## src/rtl/imu_frame_parser_ema_macros.svh

```systemverilog
// Assertion macros for the IMU frame parser.
// Used by the modules of the parser; expects i_clk and i_rst_n in scope.
`ifndef IMU_FRAME_PARSER_EMA_MACROS_SVH
`define IMU_FRAME_PARSER_EMA_MACROS_SVH

// same-cycle implication, off while in reset
`define IFP_ASSERT_IMP(lbl, ante, cons, msg) \
    lbl: assert property (@(posedge i_clk) disable iff (!i_rst_n) (ante) |-> (cons)) \
        else $error(msg);

// next-cycle implication, off while in reset
`define IFP_ASSERT_NXT(lbl, ante, cons, msg) \
    lbl: assert property (@(posedge i_clk) disable iff (!i_rst_n) (ante) |=> (cons)) \
        else $error(msg);

`endif

```

## src/rtl/imu_fp_pkg.sv

```systemverilog
// Shared types and constants of the IMU frame parser.
// No dependencies; imported by the front, queue, back and top modules.
package imu_fp_pkg;

    localparam logic [7:0] HDR_BYTE  = 8'h55;
    localparam logic [7:0] ID_ACC    = 8'h51;
    localparam logic [7:0] ID_GYRO   = 8'h52;
    localparam logic [7:0] ID_ANGLE  = 8'h53;
    localparam logic [7:0] ID_MAG    = 8'h54;
    localparam logic [7:0] ID_PRESS  = 8'h56;
    localparam logic [7:0] ID_QUAT   = 8'h59;

    localparam int          PKT_LEN    = 11;
    localparam logic [3:0]  LAST_IDX   = 4'(PKT_LEN - 1);

    localparam int          ALPHA_W     = 17;
    localparam logic [16:0] ALPHA_RESET = 17'd9830;
    localparam logic [16:0] ALPHA_ONE   = 17'd65536;

    localparam int QUEUE_DEPTH = 2;
    localparam int QUEUE_AW    = $clog2(QUEUE_DEPTH);

    typedef enum logic [2:0] {
        KIND_ACC   = 3'd0,
        KIND_GYRO  = 3'd1,
        KIND_ANGLE = 3'd2,
        KIND_MAG   = 3'd3,
        KIND_PRESS = 3'd4,
        KIND_QUAT  = 3'd5
    } t_kind;

    typedef struct packed {
        t_kind            kind;
        logic [3:0][15:0] words;
    } t_frame;

    function automatic logic type_known(input logic [7:0] t);
        return (t == ID_ACC) || (t == ID_GYRO) || (t == ID_ANGLE) ||
               (t == ID_MAG) || (t == ID_PRESS) || (t == ID_QUAT);
    endfunction

    function automatic t_kind type_kind(input logic [7:0] t);
        t_kind k;
        k = KIND_ACC;
        unique case (t)
            ID_GYRO:  k = KIND_GYRO;
            ID_ANGLE: k = KIND_ANGLE;
            ID_MAG:   k = KIND_MAG;
            ID_PRESS: k = KIND_PRESS;
            ID_QUAT:  k = KIND_QUAT;
            default:  k = KIND_ACC;
        endcase
        return k;
    endfunction

endpackage

```

## src/rtl/imu_fp_queue.sv

```systemverilog
// Short frame queue between front and back end.
// Depends on imu_fp_pkg and the assertion macros.
`include "imu_frame_parser_ema_macros.svh"

module imu_fp_queue import imu_fp_pkg::*; (
    input  logic   i_clk,
    input  logic   i_rst_n,
    input  logic   i_push,
    input  t_frame i_frame,
    input  logic   i_pop,
    output logic   o_full,
    output logic   o_avail,
    output t_frame o_frame
);

    t_frame                r_mem [0:QUEUE_DEPTH-1];
    logic [QUEUE_AW-1:0]   r_wr_ptr, r_rd_ptr;
    logic [QUEUE_AW:0]     r_count;

    function automatic logic [QUEUE_AW-1:0] ptr_next(input logic [QUEUE_AW-1:0] p);
        return (p == QUEUE_AW'(QUEUE_DEPTH - 1)) ? '0 : p + 1'b1;
    endfunction

    assign o_full  = (r_count == (QUEUE_AW + 1)'(QUEUE_DEPTH));
    assign o_avail = (r_count != '0);
    assign o_frame = r_mem[r_rd_ptr];

    always_ff @(posedge i_clk) begin
        if (!i_rst_n) begin
            r_wr_ptr <= '0;
            r_rd_ptr <= '0;
            r_count  <= '0;
        end else begin
            if (i_push) r_wr_ptr <= ptr_next(r_wr_ptr);
            if (i_pop) r_rd_ptr <= ptr_next(r_rd_ptr);
            if (i_push && !i_pop) begin
                r_count <= r_count + 1'b1;
            end else if (i_pop && !i_push) begin
                r_count <= r_count - 1'b1;
            end
        end
    end

    always_ff @(posedge i_clk) begin
        if (i_push) r_mem[r_wr_ptr] <= i_frame;
    end

    `IFP_ASSERT_IMP(a_queue_pop_nonempty, i_pop, r_count != '0, "queue: pop while empty")
    `IFP_ASSERT_NXT(a_queue_fill, i_push && !i_pop, r_count == $past(r_count) + 1'b1, "queue: count slip")

endmodule

```

## config.mk

```make
export PLATFORM = sky130hd
export DESIGN_NAME = imu_fp_queue
export DESIGN_NICKNAME = d
export VERILOG_FILES = /design/src/rtl/imu_fp_pkg.sv /design/src/rtl/imu_fp_queue.sv
export VERILOG_INCLUDE_DIRS = /design/src /design/src/rtl
export SDC_FILE = /design/constraint.sdc
export NUM_CORES = 1
export LEC_CHECK = 0
export CAP_MARGIN = 25
export CORE_UTILIZATION = 30
export DETAILED_ROUTE_END_ITERATION = 12
export DONT_BUFFER_PORTS = 1
export PLACE_DENSITY = 0.46
export SETUP_SLACK_MARGIN = 0.1
export SYNTH_ARGS = -nofsm -noshare
export SYNTH_HDL_FRONTEND = slang
export SYNTH_SLANG_ARGS = --single-unit
```

## constraint.sdc

```tcl
create_clock -name i_clk -period 7.8 [get_ports i_clk]
set_input_delay 0.78 -clock i_clk [delete_from_list [all_inputs] [get_ports i_clk]]
set_output_delay 0.78 -clock i_clk [all_outputs]
set_load 0.02 [all_outputs]
```

* Yosys cells after proc, flatten, opt, wreduce, memory -nomap -nowiden *
Memory sizes are Yosys's and may differ from the RTL's. A register that Yosys moved wholly into a read port is not among the register bits.
Cells that the tools add are included.

storage, ports and cells
  memories kept = 1
  register bits = 4
  output and inout bits = 69
  memory bits (writable) = 134
  bits of input ports = 71
  logic and storage cells = 23

cells by class
  eq/ne operators = 1
  reduce and logical (&&, ||, !) cells = 6
  add/subtract/negate cells = 4
  muxes and demuxes = 8

memories
  memory  words  bits a word  rd ports  clocked after memory_dff  write ports  line                source
  r_mem   2      67           1         1                         1            imu_fp_queue.sv:16  t_frame r_mem [0:QUEUE_DEPTH-1];

operator list
  kind                 count
  $mux 1               6
  $mux 2               2
  $reduce_bool 2->1    2
  $add 1x1->1 const B  2
  $add 2x1->2 const B  1
  $eq 2x2->1 const B   1
  $logic_and 1x1->1    2
  $logic_not 1->1      2
  $sub 2x1->2 const B  1

* Longest topological paths before layout *
Gate-level depths: netlist of the first run.

  word-level depth = 4
  depth in mapped cells = 5
  depth with buffers taken out = 5

* Worst setup path before layout of the first run *
OpenSTA, ideal clock, no wires.

  path kind = input -> register
  start = in i_push
  end = mem r_mem[0][0] (netlist name) (enable)
  cell stages on the path = 1
  library setup time = 0.501 ns
  slack = 3.545 ns
  buffers on the path = 0
  arrival = 3.754 ns
  data required time = 7.299 ns
  cell sequence = nor2b_1

on the way
  cells in the longest elaborated chain, start to end = 2

RTL lines
  what                          line                source
  from (decl)                   imu_fp_queue.sv:8   input logic i_push,
  $mux 1                        imu_fp_queue.sv:45  if (i_push) r_mem[r_wr_ptr] <= i_frame;
  $mux 1 (not written as such)  imu_fp_queue.sv:45
  to (decl)                     imu_fp_queue.sv:16

No other way between the ends.

==> reports/qor.yml, run 1 <==
timing:
  clock_skew_ns: 0.00639
  setup-tns-final_ns: 0
  layout_min_cycle_time_ns: 2.92
  clock.fmax_mhz: 342
  setup_viol: 0
  tightestPinTransition_ns: 0.964
  hold_ws_ns: 0.460
  rsz0062_at_grt: "false"
  hold_violations: 0
  drv_slew: 0
  period_share: 0.375
  slew_headroom: 0.358
layout:
  diodes: 0
  nNetsFinal: 316
  final_area_mm2: 0.00601
  utilization: 0.360
  syn_to_final_growth_pct: 16.4
  finalNonFillerCells: 477
  drive_gt1_frac: 0.393
routing:
  routedWlPerCell_um: 18.2
  num_vias: 2104
  wirelength_mm: 8.69
  drt-pass1-iter-count: 4
  drc_errors: 0
  ant_nets: 0
  via_per_inst: 4.41
  drtIter0Drc: 106
clocking:
  post_cts_resized: 0
  cts_tree: "built"
  cts_hold_buf: 0
  cts_buffer_depth: 2
  cts_max_level: 4
  numClockSinks: 139
  cts_buffers: 17
  clock_latency_ns: 0.41
  clk_pin_slew_ns: 0.05
  cts_setup_buffers: 0
  root_buffer: "clkbuf_16"
logic_synthesis:
  synth-edff-count: 134
  ys_seq_elements: 139
  synth_fp_nets: 302
  syn_area_mm2: 0.00517
  seq_area_frac_synth: 0.798
  async_reset_ff_frac: 0
  synth_top_area_frac: 0.779
  synth_ff_type: "edfxtp_1"
  yosysTopAreaCell: "edfxtp_1"
  postSynthAreaPerCell_um2: 22.5
  yosysWarnings: 0
  netlist_top_cells_count: "edfxtp_1, mux2_2, mux2_4"
  netlist_instances: 230
  synth.most_common_cell: "edfxtp_1"
  synth.area.top_cells: "edfxtp_1, mux2_4, mux2_2, dfxtp_1, buf_6"
  netlist-cell-type-count: 19
pwr:
  irDropWorstVdd_v: 0.000144
  leakage_nw: 2.03
  power_density_mw_per_mm2: 304
grt:
  grt_max_degree: 68
  grt_pass1_vias: 2316
  grt_pass1_wl_mm: 12.9
  antenna_found_initial: 0
  grt_usage: 0.103
  gr-total-overflow: 0
floorplanning:
  dieArea_mm2: 0.0178
  die_w_um: 133
  die_h_um: 133
  rows: 47
  core_mm2: 0.0167
  initial_core_util: 0.309
  ios: 140
setup_path:
  cp-end-kind: "primary output"
  r2r_cells: 2
  crit_arrival_ns: 2.14
  crit_fanout: 53
  path_class: "reg2out"
  cp-start-kind: "flip-flop"
  critPathRequiredTime_ns: 7.02
place:
  postPlaceCellArea_mm2: 0.00542
  dp_cells: 445
  place_congestion: 0.651
  io_buffers: 0
  dp_hpwl_mm: 5.29
min_path:
  holdPathStages: 0
  hold_path_class: "in2reg"
job:
  maxCapViolations: 0
outcome:
  run_status: "complete, no violations"
-- worst paths after layout --
check	from	to	slack [ns]
worst max-delay path	flip-flop	o_frame[47]	4.88
worst min-delay path	i_frame[49]	r_mem[1][49]	0.46
worst max register to register	r_wr_ptr	r_mem[0][48]	5.85
worst min register to register	r_count[1]	r_count[1]	0.50
-- critical path, cell delays in order, from the launching register on --
cell and delay (ns):
dfxtp_4 0.49, buf_4 0.72, mux2_2 0.48
-- area by class of cell --
cell class / count / area, um^2
clock buffer: 25 / 485
clock inverter: 7 / 113
fill: 1547 / 10700
inverter: 1 / 3.75
multi-input combinational: 83 / 995
sequential: 139 / 4130
tap: 220 / 275
timing repair buffer: 2 / 15.0
-- cells in the final DEF (no fill, tap or decap), types with 2 or more instances in the layout --
| master | count |
|---|---|
| and2_1 | 3 |
| buf_4 | 2 |
| bufinv_16 | 3 |
| clkbuf_1 | 5 |
| clkbuf_16 | 17 |
| clkbuf_8 | 3 |
| clkinv_2 | 3 |
| dfxtp_1 | 4 |
| edfxtp_1 | 134 |
| mux2_2 | 37 |
| mux2_4 | 30 |
| xor2_1 | 2 |
-- power by group --
part | total [mW] | internal, mW | leakage, nW | switching, mW
logic | 0.153 | 0.0558 | 0.440 | 0.0972
registers | 0.877 | 0.864 | 1.30 | 0.0131
clock network | 0.801 | 0.527 | 0.291 | 0.275
total | 1.83 | 1.45 | 2.03 | 0.385
-- through the flow --
step / setup WS, ns / power [mW]
finish: 4.88 / 1.83
global route: 4.76 / 1.90
CTS: 4.83 / 1.86
detailed placement: 5.28 / 1.05
global placement: 5.31 / 1.05
floorplan: 3.55 / 1.03
-- routing by layer --
metal	track usage	vias to the layer above	wire, um
met4	0.0511	0	91
met1	0.100	1063	3280
met2	0.163	103	4230
met5	0	-	0
met3	0.0738	5	1100
li1	-	933	-
-- sequential cells by signal (all words and copies together) (netlist names), named ones only --
| register | count |
|---|---|
| r_mem | 134 |
| r_count | 2 |
| r_rd_ptr | 1 |
| r_wr_ptr | 1 |
-- cells by family after synthesis --
| family | Yosys count | synth area share |
|---|---|---|
| and+or+nand+nor | 9 | 0.0114 |
| buffers and inverters | 8 | 0.0116 |
| AOI/OAI and AO/OA | 3 | 0.00387 |
| DFF | 139 | 0.798 |
| xor gates and xnor gates | 3 | 0.00508 |
| adders and majority gates | 1 | 0.00242 |
| muxes | 67 | 0.168 |
Power figures use the tool's default switching activity.
==> inputs of run 2 (changes only) <==
--- a/config.mk
+++ b/config.mk
@@ -6,6 +6,7 @@
 export SDC_FILE = /design/constraint.sdc
 export NUM_CORES = 1
 export LEC_CHECK = 0
+export ABC_AREA = 1
 export CAP_MARGIN = 25
 export CORE_UTILIZATION = 30
 export DETAILED_ROUTE_END_ITERATION = 12
==> constraint.sdc (replaced) <==
create_clock -name i_clk -period 3 [get_ports i_clk]
set_input_delay 0.3 -clock i_clk [delete_from_list [all_inputs] [get_ports i_clk]]
set_output_delay 0.3 -clock i_clk [all_outputs]
set_load 0.02 [all_outputs]
==> run 2 against run 1 <==
Against the previous run:
- final cell count rose by 18%
- largest cell class unchanged
- die area rose by 0.12%
- flip-flop and latch count did not move
- non-clock buffer count rose by 72
- highest routed layer unchanged
- first-iteration DRC count fell by 31%
==> reports/qor.yml, run 2 <==
outcome:
  run_status: "complete, no violations"
timing:
  setup-tns-final_ns: 0
  hold_violations: 0
  slew_headroom: 0.652
  layout_min_cycle_time_ns: 2.18
  hold_ws_ns: 0.0257
  period_share: 0.727
  drv_slew: 0
  rsz0062_at_grt: "false"
  tightestPinTransition_ns: 0.522
  clock.fmax_mhz: 458
  setup_viol: 0
  clock_skew_ns: 0.00405
setup_path:
  crit_fanout: 36
  critPathRequiredTime_ns: 2.70
  path_class: "reg2out"
  crit_arrival_ns: 1.88
  cp-start-kind: "flip-flop"
  cp-end-kind: "primary output"
logic_synthesis:
  seq_area_frac_synth: 0.797
  synth_fp_nets: 315
  synth_ff_type: "edfxtp_1"
  synth.most_common_cell: "edfxtp_1"
  ys_seq_elements: 139
  syn_area_mm2: 0.00517
  async_reset_ff_frac: 0
  synth-simple-area-share: 0.0145
  yosysWarnings: 0
  netlist-cell-type-count: 15
  synth_top_family_by_area: "multiplexers"
  synth-edff-count: 134
  synth_compound_area_frac: 0.00193
  synth.area.mux_share: 0.168
  netlist_instances: 243
  postSynthAreaPerCell_um2: 21.3
  synth.area.top_cells: "edfxtp_1, mux2_4, mux2_2, dfxtp_1, nand2_1"
  netlist_top_cells_count: "edfxtp_1, mux2_2, mux2_4"
  synth_xor_area_frac: 0
  yosysTopAreaCell: "edfxtp_1"
  synthAdderAreaFrac: 0.00242
  synth_top_area_frac: 0.778
floorplanning:
  rows: 47
  die_h_um: 133
  initial_core_util: 0.310
  dieArea_mm2: 0.0178
  die_w_um: 133
  ios: 140
  core_mm2: 0.0167
grt:
  antenna_found_initial: 1
  use_met1: 0.113
  gr-total-overflow: 0
  grt_max_degree: 38
  grt_usage: 0.106
  busiest_layer: "met2"
  use_met2: 0.171
  grt_pass1_vias: 2603
  grt_pass1_wl_mm: 13.8
  met3_usage: 0.0624
clocking:
  cts_max_level: 4
  cts_buffer_depth: 2
  cts_setup_buffers: 0
  cts_hold_buf: 68
  clk_pin_slew_ns: 0.06
  cts_tree: "built"
  post_cts_resized: 0
  root_buffer: "clkbuf_16"
  cts_buffers: 17
  clock_latency_ns: 0.41
  numClockSinks: 139
layout:
  reg_top3: "r_mem (134), r_count (2)"
  final_cell_mix: "edfxtp_1, dlygate4sd3_1, mux2_2, mux2_4, clkbuf_16"
  drive_gt1_frac: 0.302
  syn_to_final_growth_pct: 30.3
  nNetsFinal: 401
  largest_register: "r_mem"
  final_common_cell: "edfxtp_1"
  largest_reg_flops: 134
min_path:
  hold_path_class: "in2reg"
routing:
  via_per_inst: 4.25
  wirelength_mm: 8.82
  drt-pass1-iter-count: 4
  ant_nets: 0
  drc_errors: 0
  drtIter0Drc: 73
  num_vias: 2389
  routedWlPerCell_um: 15.7
pwr:
  leakage_nw: 2.35
  irDropWorstVdd_v: 0.000482
  total_power_mw: 4.75
  power_density_mw_per_mm2: 705
place:
  io_buffers: 0
  dp_hpwl_mm: 5.57
  place_congestion: 0.673
job:
  maxCapViolations: 0
## run 2: cell types whose count changed after synthesis, sizes merged, moves of 2 or more
cell and delta:
and2 -4, inv +7, nand2 +9, nor2 +8, nor2b -2, xor2 -2
## run 2: power breakdown
group          total [mW]  switching (mW)  internal [mW]
combinational       0.434           0.249          0.185
clock                2.03           0.747           1.29
sequential           2.28          0.0377           2.25
total                4.75            1.03           3.72
## run 2: worst paths after layout
| kind | from | to | slack (ns) | depth (start not counted) |
|---|---|---|---|---|
| setup / recovery | flip-flop | o_frame[63] | 0.82 | 2 |
| hold / removal | i_rst_n | flip-flop | 0.03 | 2 |
| setup reg to reg | r_wr_ptr | r_mem[1][43] | 1.67 | 3 |
| hold reg to reg | r_rd_ptr | r_rd_ptr | 0.50 | 2 |
## run 2: cell families after synthesis
group / after synthesis
compound gates: 2
fa+ha+maj: 1
buf+inv: 15
flops: 139
mux: 67
simple gates: 19
## run 2: final cells by class
class	instances	area, um^2
flip-flops and latches	139	4130
fillers	1510	9960
inverters	8	30.0
diodes	1	2.50
repair buffers	74	753
well taps	220	275
multi-input cells	89	972
clock inverters	14	155
clock buffers	17	425
## run 2: through the flow
| stage | cell area, um^2 | worst slack (ns) | cells | util |
|---|---|---|---|---|
| floorplan | 5180 | 0.498 | 243 | - |
| global placement | 5470 | 1.23 | 461 | 0.327 |
| detailed placement | 5470 | 1.21 | 461 | 0.327 |
| CTS | 6730 | 0.748 | 560 | 0.403 |
| global route | 6740 | 0.693 | 561 | 0.404 |
| finish | 6740 | 0.818 | 562 | 0.404 |
## run 2: metal layers
layer	share of wire	routed length, um
met1	0.40	3510
met2	0.49	4370
met3	0.092	809
met4	0.016	137
met5	0	0
## run 2: critical path: stages (launching register included)
cell and delay (ns):
dfxtp_4 0.66, buf_12 0.32, mux2_2 0.44
