<file path="src/rtl/imu_frame_parser_ema_macros.svh">
// Assertion macros for the IMU frame parser.
// Used by the modules of the parser; expects i_clk and i_rst_n in scope.
`ifndef IMU_FRAME_PARSER_EMA_MACROS_SVH
`define IMU_FRAME_PARSER_EMA_MACROS_SVH

// same-cycle implication, off while in reset
`define IFP_ASSERT_IMP(lbl, ante, cons, msg) \
    lbl: assert property (@(posedge i_clk) disable iff (!i_rst_n) (ante) |-> (cons)) \
        else $error(msg);

// next-cycle implication, off while in reset
`define IFP_ASSERT_NXT(lbl, ante, cons, msg) \
    lbl: assert property (@(posedge i_clk) disable iff (!i_rst_n) (ante) |=> (cons)) \
        else $error(msg);

`endif

</file>
<file path="src/rtl/imu_fp_pkg.sv">
// Shared types and constants of the IMU frame parser.
// No dependencies; imported by the front, queue, back and top modules.
package imu_fp_pkg;

    localparam logic [7:0] HDR_BYTE  = 8'h55;
    localparam logic [7:0] ID_ACC    = 8'h51;
    localparam logic [7:0] ID_GYRO   = 8'h52;
    localparam logic [7:0] ID_ANGLE  = 8'h53;
    localparam logic [7:0] ID_MAG    = 8'h54;
    localparam logic [7:0] ID_PRESS  = 8'h56;
    localparam logic [7:0] ID_QUAT   = 8'h59;

    localparam int          PKT_LEN    = 11;
    localparam logic [3:0]  LAST_IDX   = 4'(PKT_LEN - 1);

    localparam int          ALPHA_W     = 17;
    localparam logic [16:0] ALPHA_RESET = 17'd9830;
    localparam logic [16:0] ALPHA_ONE   = 17'd65536;

    localparam int QUEUE_DEPTH = 2;
    localparam int QUEUE_AW    = $clog2(QUEUE_DEPTH);

    typedef enum logic [2:0] {
        KIND_ACC   = 3'd0,
        KIND_GYRO  = 3'd1,
        KIND_ANGLE = 3'd2,
        KIND_MAG   = 3'd3,
        KIND_PRESS = 3'd4,
        KIND_QUAT  = 3'd5
    } t_kind;

    typedef struct packed {
        t_kind            kind;
        logic [3:0][15:0] words;
    } t_frame;

    function automatic logic type_known(input logic [7:0] t);
        return (t == ID_ACC) || (t == ID_GYRO) || (t == ID_ANGLE) ||
               (t == ID_MAG) || (t == ID_PRESS) || (t == ID_QUAT);
    endfunction

    function automatic t_kind type_kind(input logic [7:0] t);
        t_kind k;
        k = KIND_ACC;
        unique case (t)
            ID_GYRO:  k = KIND_GYRO;
            ID_ANGLE: k = KIND_ANGLE;
            ID_MAG:   k = KIND_MAG;
            ID_PRESS: k = KIND_PRESS;
            ID_QUAT:  k = KIND_QUAT;
            default:  k = KIND_ACC;
        endcase
        return k;
    endfunction

endpackage

</file>
<file path="src/rtl/imu_fp_front.sv">
// Front end: header hunt, byte collection, running checksum and type check.
// Depends on imu_fp_pkg and the assertion macros; feeds imu_fp_queue.
`include "imu_frame_parser_ema_macros.svh"

module imu_fp_front import imu_fp_pkg::*; (
    input  logic       i_clk,
    input  logic       i_rst_n,
    input  logic       i_valid,
    input  logic       i_mode,
    input  logic [7:0] i_data_byte,
    input  logic       i_full,
    output logic       o_stall,
    output logic       o_push,
    output t_frame     o_frame
);

    logic       r_in_sync, n_in_sync;
    logic [3:0] r_count, n_count;
    logic [7:0] r_sum, n_sum;
    logic [7:0] r_type;
    logic [7:0] r_data [0:7];
    logic       accept;
    logic       store;

    assign o_stall = i_full;
    assign accept  = i_valid && !i_full;
    assign store   = accept && !i_mode && r_in_sync && (r_count != LAST_IDX);

    always_comb begin
        n_in_sync = r_in_sync;
        n_count   = r_count;
        n_sum     = r_sum;
        o_push    = 1'b0;
        if (accept) begin
            priority if (i_mode) begin
                n_in_sync = 1'b0;
                n_count   = '0;
                n_sum     = '0;
            end else if (!r_in_sync) begin
                if (i_data_byte == HDR_BYTE) begin
                    n_in_sync = 1'b1;
                    n_count   = 4'd1;
                    n_sum     = i_data_byte;
                end
            end else if (r_count == LAST_IDX) begin
                n_in_sync = 1'b0;
                n_count   = '0;
                n_sum     = '0;
                o_push    = (i_data_byte == r_sum) && type_known(r_type);
            end else begin
                n_count = r_count + 4'd1;
                n_sum   = r_sum + i_data_byte;
            end
        end
    end

    always_ff @(posedge i_clk) begin
        if (!i_rst_n) begin
            r_in_sync <= 1'b0;
            r_count   <= '0;
            r_sum     <= '0;
        end else begin
            r_in_sync <= n_in_sync;
            r_count   <= n_count;
            r_sum     <= n_sum;
        end
    end

    always_ff @(posedge i_clk) begin
        if (store) begin
            if (r_count == 4'd1) begin
                r_type <= i_data_byte;
            end else begin
                r_data[3'(r_count - 4'd2)] <= i_data_byte;
            end
        end
    end

    always_comb begin
        o_frame.kind = type_kind(r_type);
        for (int i = 0; i < 4; i++) begin
            o_frame.words[i] = {r_data[2 * i + 1], r_data[2 * i]};
        end
    end

    `IFP_ASSERT_IMP(a_front_idle_clear, !r_in_sync, (r_count == 4'd0) && (r_sum == 8'd0), "front: idle with residue")
    `IFP_ASSERT_IMP(a_front_push_at_end, o_push, r_in_sync && (r_count == LAST_IDX) && !i_full, "front: push off frame end")

endmodule

</file>
<file path="config.mk">
export PLATFORM = sky130hd
export DESIGN_NAME = imu_fp_front
export DESIGN_NICKNAME = d
export VERILOG_FILES = /design/src/rtl/imu_fp_pkg.sv /design/src/rtl/imu_fp_front.sv
export VERILOG_INCLUDE_DIRS = /design/src /design/src/rtl
export SDC_FILE = /design/constraint.sdc
export NUM_CORES = 1
export LEC_CHECK = 0
export BUFFER_PORTS_ARGS = -buffer_cell sky130_fd_sc_hd__buf_2
export CAP_MARGIN = 20
export CORE_MARGIN = 5
export CORE_UTILIZATION = 35
export CTS_CLUSTER_SIZE = 12
export DETAILED_ROUTE_END_ITERATION = 10
export HOLD_SLACK_MARGIN = 0.1
export SKIP_CTS_REPAIR_TIMING = 1
export SYNTH_ARGS = -nofsm -noshare
export SYNTH_HDL_FRONTEND = slang
export SYNTH_SLANG_ARGS = --single-unit
</file>
<file path="constraint.sdc">
create_clock -name i_clk -period 6.1 [get_ports i_clk]
set_input_delay 1.22 -clock i_clk [delete_from_list [all_inputs] [get_ports i_clk]]
set_output_delay 1.22 -clock i_clk [all_outputs]
set_load 0.02 [all_outputs]
</file>
# Word-level counts from Yosys, hierarchy flattened

Memory sizes are Yosys's and may differ from the RTL's.
Cells that the tools add are included.

Eq/ne operators: 11
Reduce and logical (&&, ||, !) cells: 15
Multiply operators: 0
Bitwise logic cells: 0
Magnitude comparators: 0
Shifts and indexed selects: 0
Divide/modulo/power cells: 0
Multiplexer cells: 20
Add/subtract/negate cells: 3

Operators with widths:

| kind                                                | count |
|---|---|
| equality test 8 x 7 -> 1 bit, second input constant | 7 |
| 2-to-1 mux 8 bit                                    | 4 |
| 2-to-1 mux 4 bit                                    | 4 |
| case mux 3 bit (5 select lines)                     | 1 |
| 2-to-1 mux 1 bit                                    | 11 |
| adder 8 bit                                         | 1 |
| equality test 8 bit                                 | 1 |
| logical AND 1 bit                                   | 5 |
| logical OR 1 bit                                    | 5 |
| adder 4 x 1 -> 4 bit, second input constant         | 1 |
| equality test 4 x 1 -> 1 bit, second input constant | 1 |
| equality test 4 bit, second input constant          | 1 |
| != test 4 bit, second input constant                | 1 |
| AND reduction 2 bit                                 | 2 |
| nonzero test 3 bit                                  | 1 |
| subtractor 3 x 2 -> 3 bit, second input constant    | 1 |
| logical NOT 1 bit                                   | 2 |

Bits in latches: 0
Bits in registers: 21
Bits in writable memories: 64
Word-level logic and storage cells: 54
Memories: 1
Input port bits: 13
Memory bits (read-only): 0
Output and inout bits: 69

Memory list:

| memory | words | bits a word | rd ports | clocked after Yosys merged registers in | wr ports | RTL line           | text |
|---|---|---|---|---|---|---|---|
| r_data | 8     | 8           | 8        | 0                                       | 1        | imu_fp_front.sv:21 | `logic [7:0] r_data [0:7];` |

# Depth between registers and ports, before layout

Gate-level depths: netlist (run 1).

Depth in word-level cells: 11
Depth in mapped cells: 8

# Worst setup path before layout (run 1)

Ideal clock, no wire load.

Kind: input port to output port
Start point: input port i_data_byte[1]
End point: output port o_push
Data required time: 4880 ps
Arrival: 2121 ps
Cell stages on the path: 3
Slack: 2759 ps
Cells stage by stage: ha_1 > nor4_1 > o2111a_1

Longest elaborated chain between the ends: 6

RTL lines:

| what                | RTL line           | text |
|---|---|---|
| start, declared     | imu_fp_front.sv:10 | `input logic [7:0] i_data_byte,` |
| equality test 8 bit | imu_fp_front.sv:49 | `o_push = (i_data_byte == r_sum) && type_known(r_type);` |
| logical AND 1 bit   | imu_fp_front.sv:49 |  |
| 2-to-1 mux 1 bit    | imu_fp_front.sv:45 | `end else if (r_count == LAST_IDX) begin` |
| 2-to-1 mux 1 bit    | imu_fp_front.sv:39 | `end else if (!r_in_sync) begin` |
| 2-to-1 mux 1 bit    | imu_fp_front.sv:35 | `priority if (i_mode) begin` |
| 2-to-1 mux 1 bit    | imu_fp_front.sv:34 | `if (accept) begin` |
| end, declared       | imu_fp_front.sv:13 | `output logic o_push,` |

Every way passes these cells.

# Worst setup path after layout (run 1)

Start point: input port i_data_byte[2]
End point: output port o_push

Same word-level chain as after synthesis.

==> results of run 1 <==
[sequential cells by signal (all words and copies together), names as in the netlist]
signal / flops
r_data: 64
r_count: 4
r_sum: 8
r_in_sync: 1
r_type: 8
[worst max-delay path, stage by stage]
cell and delay (ns):
buf_2 0.18, ha_1 0.37, nor4_1 0.37, o2111a_1 0.25
buf_2 0.16
[cells in the final DEF (no fill, tap or decap), drive strengths merged, types with 3 or more instances in the layout]
master	instances
nand3	6
nor2b	5
nor4	4
dfxtp	13
ha	7
edfxtp	72
buf	84
o21a	4
clkinv	5
and3	3
nor2	17
nor3b	3
a21oi	8
a211oi	4
o21ai	11
nand2b	5
nand2	10
nor3	8
clkbuf	10
and4bb	4
a22oi	3
inv	7
[power by group through the flow]
stage	clock network [mW]	logic, mW	registers (mW)
after global routing	0.429	0.0352	0.628
after global placement	0	0.0309	0.641
after detailed placement	0	0.0324	0.641
after floorplan	0	0.0132	0.642
final	0.391	0.0318	0.628
after CTS	0.401	0.0324	0.628
[cell families after synthesis]
group | count (synthesis) | synth area share (%)
buf+inv | 13 | 1.78
flops | 85 | 71.9
simple gates | 73 | 13.0
xor+xnor | 4 | 1.04
compound gates | 44 | 9.09
fa+ha+maj | 8 | 3.19
[synthesized netlist by cell type, types with 2 or more instances]
| cell | number |
|---|---|
| nor3_1 | 8 |
| edfxtp_1 | 72 |
| a311oi_1 | 2 |
| a211oi_1 | 2 |
| a21oi_1 | 8 |
| buf_4 | 2 |
| nand2_1 | 10 |
| inv_1 | 6 |
| nor2b_1 | 4 |
| nor4_1 | 4 |
| o21a_1 | 4 |
| xnor2_1 | 2 |
| xor2_1 | 2 |
| and4bb_2 | 2 |
| o21ai_0 | 10 |
| ha_1 | 7 |
| nor3b_1 | 3 |
| nor2_1 | 17 |
| and3_1 | 3 |
| nand2b_1 | 5 |
| clkbuf_1 | 2 |
| buf_2 | 2 |
| a211oi_2 | 2 |
| a21boi_1 | 2 |
| a22oi_1 | 3 |
| dfxtp_1 | 13 |
| nand3_1 | 6 |
[final timing paths]
check	from	endpoint
min	r_sum[2]	r_sum[2]
min reg2reg	r_sum[2]	r_sum[2]
max	i_data_byte[2]	o_push
max reg2reg	r_in_sync	r_data[2][2]
[final cells by class]
type | instances | share of cell area [%]
Tap cell | 129 | 3.92
Multi-Input combinational cell | 129 | 21.6
Inverter | 6 | 0.546
Clock inverter | 7 | 1.82
Timing Repair Buffer | 85 | 10.4
Sequential cell | 85 | 58.8
Clock buffer | 9 | 3.01
[metal layers]
| layer | global-route usage [%] | vias up | routed length, µm |
|---|---|---|---|
| met5 | 0 | - | 0 |
| met4 | 4.69 | 0 | 140 |
| met3 | 4.24 | 13 | 547 |
| met2 | 20.6 | 74 | 3420 |
| met1 | 16.6 | 1067 | 3470 |
| li1 | - | 1046 | - |
==> impl_results.md, run 1 <==
* Status: finished clean
* Clk root buf: clkbuf_8
* Period utilisation layout at slightly above 60%
* Cell Int Power at a little over 800 µW
* Clock transition at path regs at around 0.080 ns
* Total gr overflow at 0
* Max-Cap Viols at 0
* DRC viols at 0
* Distinct cells, synth at 51
* Dpl ws at approximately 2.3 ns
* CP endpoint kind: output pin
* Fmax at between 200 and 300 MHz
* Final Hold Viols at 0
* FF/Latch Area at between 2000 and 2500 µm²
* Clock sink count at 85
* Startpoint types: input pin
* FF-to-FF path depth at 3
* Pwr Density at about 250 nW/µm²
* Switching pwr at approximately 220 µW
* Ports at 82
* Final antenna-violating net count at 0
* Antenna cells at 0
* Number of H-tree levels at 3
* Synth warnings at 0
* Main synth FF type: edfxtp_1
* Placed inst area at 3900 µm²
* Drt pass-1 iters at 4
* Gate power share at under 10%
* Static Leak at between 1.5 and 2 nW
* Final non-filler cell area at around 4100 µm²
* Wirelength per Cell at about 17 µm
* Worst slew pin tran at between 0.9 and 1 ns
* Largest net degree at the start of global routing at 16
* IO buf count at 81
* Worst-path fanout max at 11
* RePlAce Congestion at just over 0.8
* Chip Height at between 100 and 150 µm
* Hold Path Class: reg -> reg
* Effective utilization at floorplan at 36.1%
* Core Rows at 35
* Crit path DAT at between 2 and 3 ns
* VDD IR-drop max at between 0.1 and 0.15 mV
* Die width at approximately 110 µm
* Critical Path RT at just under 5 ns
* Die area at around 12000 µm²
* CTS tree: built
* Switching share of power at between 20% and 30%
* Avg Cell Area, Syn at around 15 µm²
* Final core occ at ~44%
* Largest cells by area after synthesis: edfxtp_1 (64%), dfxtp_1 (7.7%), ha_1 (2.6%), nor2_1 (1.9%), o21ai_0 (1.5%)
* Placed cell count at 430
* Antenna violations before repair at 0
* Post-synth EDFFs at 72
* Maximum clock path buffer count at 2
* Cells after Synth at 227
* DRT Wirelength at approximately 7600 µm
* Total power draw at around 1.1 mW
* Yosys top cell area share at between 60% and 70%
* Total GRT Usage at 13.0%
* Final count of pins violating max slew at 0
* Setup total negative slack at 0 ns
* Worst-skew pair later-pin latency at around 0.35 ns
* Share of post-route cells with drive strength above 1 at 33.3%
* Clock skew at about 0.0097 ns
* 1st-iter DRT viols at 180
* DR vias/cell at 4.89
* Setup WS post-layout at approximately 2.3 ns
* CTS buffer count at 9
* Synthesized flop and latch total at 85
* Post-Syn Area at 3370 µm²
* Hpwl dp at 5270 µm
* Slew Limit Headroom at 33.2%
* Vias in the first global route at between 2000 and 2500
* Seq/Total Area, Yosys at 71.9%
* FF-to-FF setup slack at 3.93 ns
* Vias at 2200
* Core Region at approximately 9300 µm²
* Final setup fails at 0
* Power share of the sequential group at ~60%
* Global-route wire length before repair at 11400 µm
* Hold Path Cell Cnt at 2
* Fill cells at 831
* Mapped Nets at roughly 250
* RSZ-0062 raised after global routing: false
* Worst Hold Margin at 0.464 ns
* Top cell type by total area after synthesis: edfxtp_1
* Multi-input logic area at 888 µm²
* Final nets at roughly 340
* Layout Cells excl Fill at 450
* Async S/R FF share, synth at 0%
* Crit path time final at 3.78 ns
* Critical path class: in -> out
* Area Overhead vs Synth at 22.3%
* Clock network fraction of total power at 37.2%
No activity file was read; power rests on OpenSTA's default activity.
==> run 2: changes to the inputs <==
Settings changed: ABC_AREA set to 1.
Clock period 6.1 ns to 3.75 ns, I/O delays scaled along.
==> impl_results.md, run 2 <==
* Biggest register: r_data
* Most common cell after layout, fill and taps aside: buf_2
* Core Region at 9640 µm² (+3.3%)
* Hold EP: r_sum[0]
* Main synth FF type: edfxtp_1
* Hpwl dp at 5520 µm (+4.7%)
* Reg-to-Reg End: r_data[3][5]
* Setup total negative slack at 0 ns (unchanged)
* Antenna cells at 0 (unchanged)
* Hold path start: r_sum[0]
* Total gr overflow at 0 (unchanged)
* Post-Synth Adder-Cell Area at 3.15% (-0.040 points)
* Seq/Total Area, Yosys at 71.0% (-0.90 points)
* RR Startpoint: r_in_sync
* Fmax at around 340 MHz
* CP most frequent cell: buf_2
* Synth Area in Compound Gates at 4.14% (-5.0 points)
* Synth Area in XOR/XNOR at 0.770% (-0.27 points)
* Chip Height at 109 µm (+0.57%)
* Worst-path fanout max at 12 (+1)
* Antenna violations before repair at 0 (unchanged)
* Proportion of synthesized area in mux cells at 0% (unchanged)
* Mapped Nets at 299 (+21%)
* Crit path time final at about 3.0 ns
* DRT Wirelength at 7770 µm (+2.5%)
* Drt pass-1 iters at 4 (unchanged)
* Core Rows at 36 (+2.9%)
* Worst-skew pair later-pin latency at 0.36 ns (about the same)
* Static Leak at 1.62 nW (+7.0%)
* Clock skew at 0.0149 ns (+0.00518 ns)
* CP endpoint kind: output pin
* Status: finished clean
* Multi-input logic area at 862 µm² (-3.0%)
* Hold Path Cell Cnt at 2 (unchanged)
* DR vias/cell at 4.55 (-7.0%)
* Async S/R FF share, synth at 0% (unchanged)
* Cells after Synth at 278 (+22%)
* Critical path class: in -> out
* Ports at 82 (unchanged)
* Avg Cell Area, Syn at 12.3 µm² (-17%)
* Most common cell in the synthesized netlist: edfxtp_1
* Yosys top cell area share at 63.3% (-0.80 points)
* Pwr Density at 407 nW/µm² (+60%)
* Share of post-route cells with drive strength above 1 at 30.9% (-2.4 points)
* Distinct cells, synth at 32 (-37%)
* Clock sink count at 85 (unchanged)
* Area Overhead vs Synth at 22.3% (about the same)
* Top cell type by total area after synthesis: edfxtp_1
* Critical Path RT at 3.00 ns (-1.88 ns)
* Crit path buf inv count at 2 (unchanged)
* Total GRT Usage at 13.9% (+0.92 points)
* Commonest cells in the synthesized netlist: edfxtp_1 (72), nand2_1 (60), nor2_1 (26)
* Final setup fails at 0 (unchanged)
* Largest net degree at the start of global routing at 18 (+2)
* Post-synth EDFFs at 72 (unchanged)
* Maximum clock path buffer count at 2 (unchanged)
* Biggest regs: r_data x64, r_sum x8, r_type x8
* Wirelength per Cell at 15.3 µm (-9.2%)
* Largest family of logic cells by synthesized area: simple AND/OR/NAND/NOR gates
* Die area at 11800 µm² (+1.2%)
* Crit path DAT at 2.20 ns (-0.36 ns)
* Largest stage delay, worst path at 0.35 ns (-0.02 ns)
* Slew Limit Headroom at 50.4% (+17 points)
* Effective utilization at floorplan at 35.4% (-0.73 points)
* Post-Syn Area at 3410 µm² (+1.3%)
* Clock transition at path regs at 0.10 ns (+0.02 ns)
* VDD IR-drop max at 0.202 mV (+75%)
* Worst slew pin tran at 0.741 ns (-0.254 ns)
* Synth Area in Simple Gates at 17.2% (+4.2 points)
* Final count of pins violating max slew at 0 (unchanged)
* FF-to-FF setup slack at 1.70 ns (-2.23 ns)
* CP top delay family: simple AND/OR/NAND/NOR gates
* Clk root buf: clkbuf_8
* CTS tree: built
* Vias in the first global route at 2265 (+7.0%)
* CP Cell Sequence: buf_2 > ha_1 > nor4_1 > nand4_1 > nor2_1 > buf_2
* Largest cells by area after synthesis: edfxtp_1 (63%), dfxtp_1 (7.6%), nand2_1 (6.6%), nor2_1 (2.9%), nand3_1 (2.6%)
* Max-Cap Viols at 0 (unchanged)
* Final Hold Viols at 0 (unchanged)
* DRC viols at 0 (unchanged)
* Most frequent cells in the layout: buf_2 (81), edfxtp_1 (72), nand2_1 (60)
* Slowest CP cell: ha_1
* Hold Path Class: reg -> reg
* Number of H-tree levels at 3 (unchanged)
* IO buf count at 81 (unchanged)
* Final nets at 391 (+16%)
* Period utilisation layout at approximately four fifths
* Placed inst area at 3980 µm² (+2.1%)
* Global-route wire length before repair at 12100 µm (+7.0%)
* CTS buffer count at 9 (unchanged)
* FF-to-FF path depth at 6 (+3)
* RePlAce Congestion at 0.851 (+5.8%)
* Vias at 2309 (+5.0%)
* Die width at 109 µm (+0.57%)
* Synthesized flop and latch total at 85 (unchanged)
* Fill cells at 910 (+9.5%)
* Max reg flops at 64 (unchanged)
* Synth warnings at 0 (unchanged)
* 1st-iter DRT viols at 107 (-41%)
* Final antenna-violating net count at 0 (unchanged)
* RSZ-0062 raised after global routing: false
* FF/Latch Area at 2420 µm² (unchanged)
* Final non-filler cell area at 4170 µm² (+1.3%)
* Startpoint types: input pin
## run 2: cell families (layout without fill, tap and decap cells)
family	Yosys count	in the layout
simple gates	126	126
flops	85	85
buf+inv	31	128
compound gates	25	25
fa+ha+maj	8	8
xor+xnor	3	3
## run 2: how the worst max path moves through the flow
| stage | startpoint | slack, ns | depth (start not counted) | to |
|---|---|---|---|---|
| after detailed placement | i_data_byte[5] | 0.80 | 6 | o_push |
| after global placement | i_data_byte[5] | 0.81 | 6 | o_push |
| after CTS | i_data_byte[5] | 0.80 | 6 | o_push |
| final | i_data_byte[5] | 0.80 | 6 | o_push |
| after floorplan | i_data_byte[5] | 1.22 | 4 | o_push |
| after global routing | i_data_byte[5] | 0.60 | 6 | o_push |
## run 2: power by group
group          internal, mW  switching, mW
clock network         0.257          0.359
logic                0.0168         0.0434
registers              1.02      0.0000482
## run 2: metal layers
| metal | track usage [%] | part of all wire, % |
|---|---|---|
| met5 | 0 | 0 |
| met3 | 3.91 | 5.5 |
| met2 | 23.9 | 52 |
| met1 | 16.5 | 41 |
| met4 | 5.41 | 1.9 |
## run 2: area by class of cell
class                   instances  share of cell area (%)
clock buffers                   9                    2.97
clock inverters                 7                    1.59
inverters                      28                    2.52
multi-input cells             162                    20.7
flip-flops and latches         85                    58.0
well taps                     133                    3.99
repair buffers                 84                    10.3
## run 2: through the flow
stage                     hold slack (ns)  total power, mW  instances  utilization [%]  setup slack, ns
after floorplan                     0.449             1.07        278                -             1.22
after global placement              0.460             1.10        492             41.3            0.814
after detailed placement            0.463             1.10        492             41.3            0.802
after CTS                           0.478             1.72        508             43.3            0.800
after global routing                0.501             1.77        508             43.3            0.602
final                               0.474             1.70        508             43.3            0.796
## run 2: tightest hold or removal path, stage by stage (launching register included)
cell and delay, ns:
dfxtp_1 0.33, nand2_1 0.06, a21oi_1 0.05
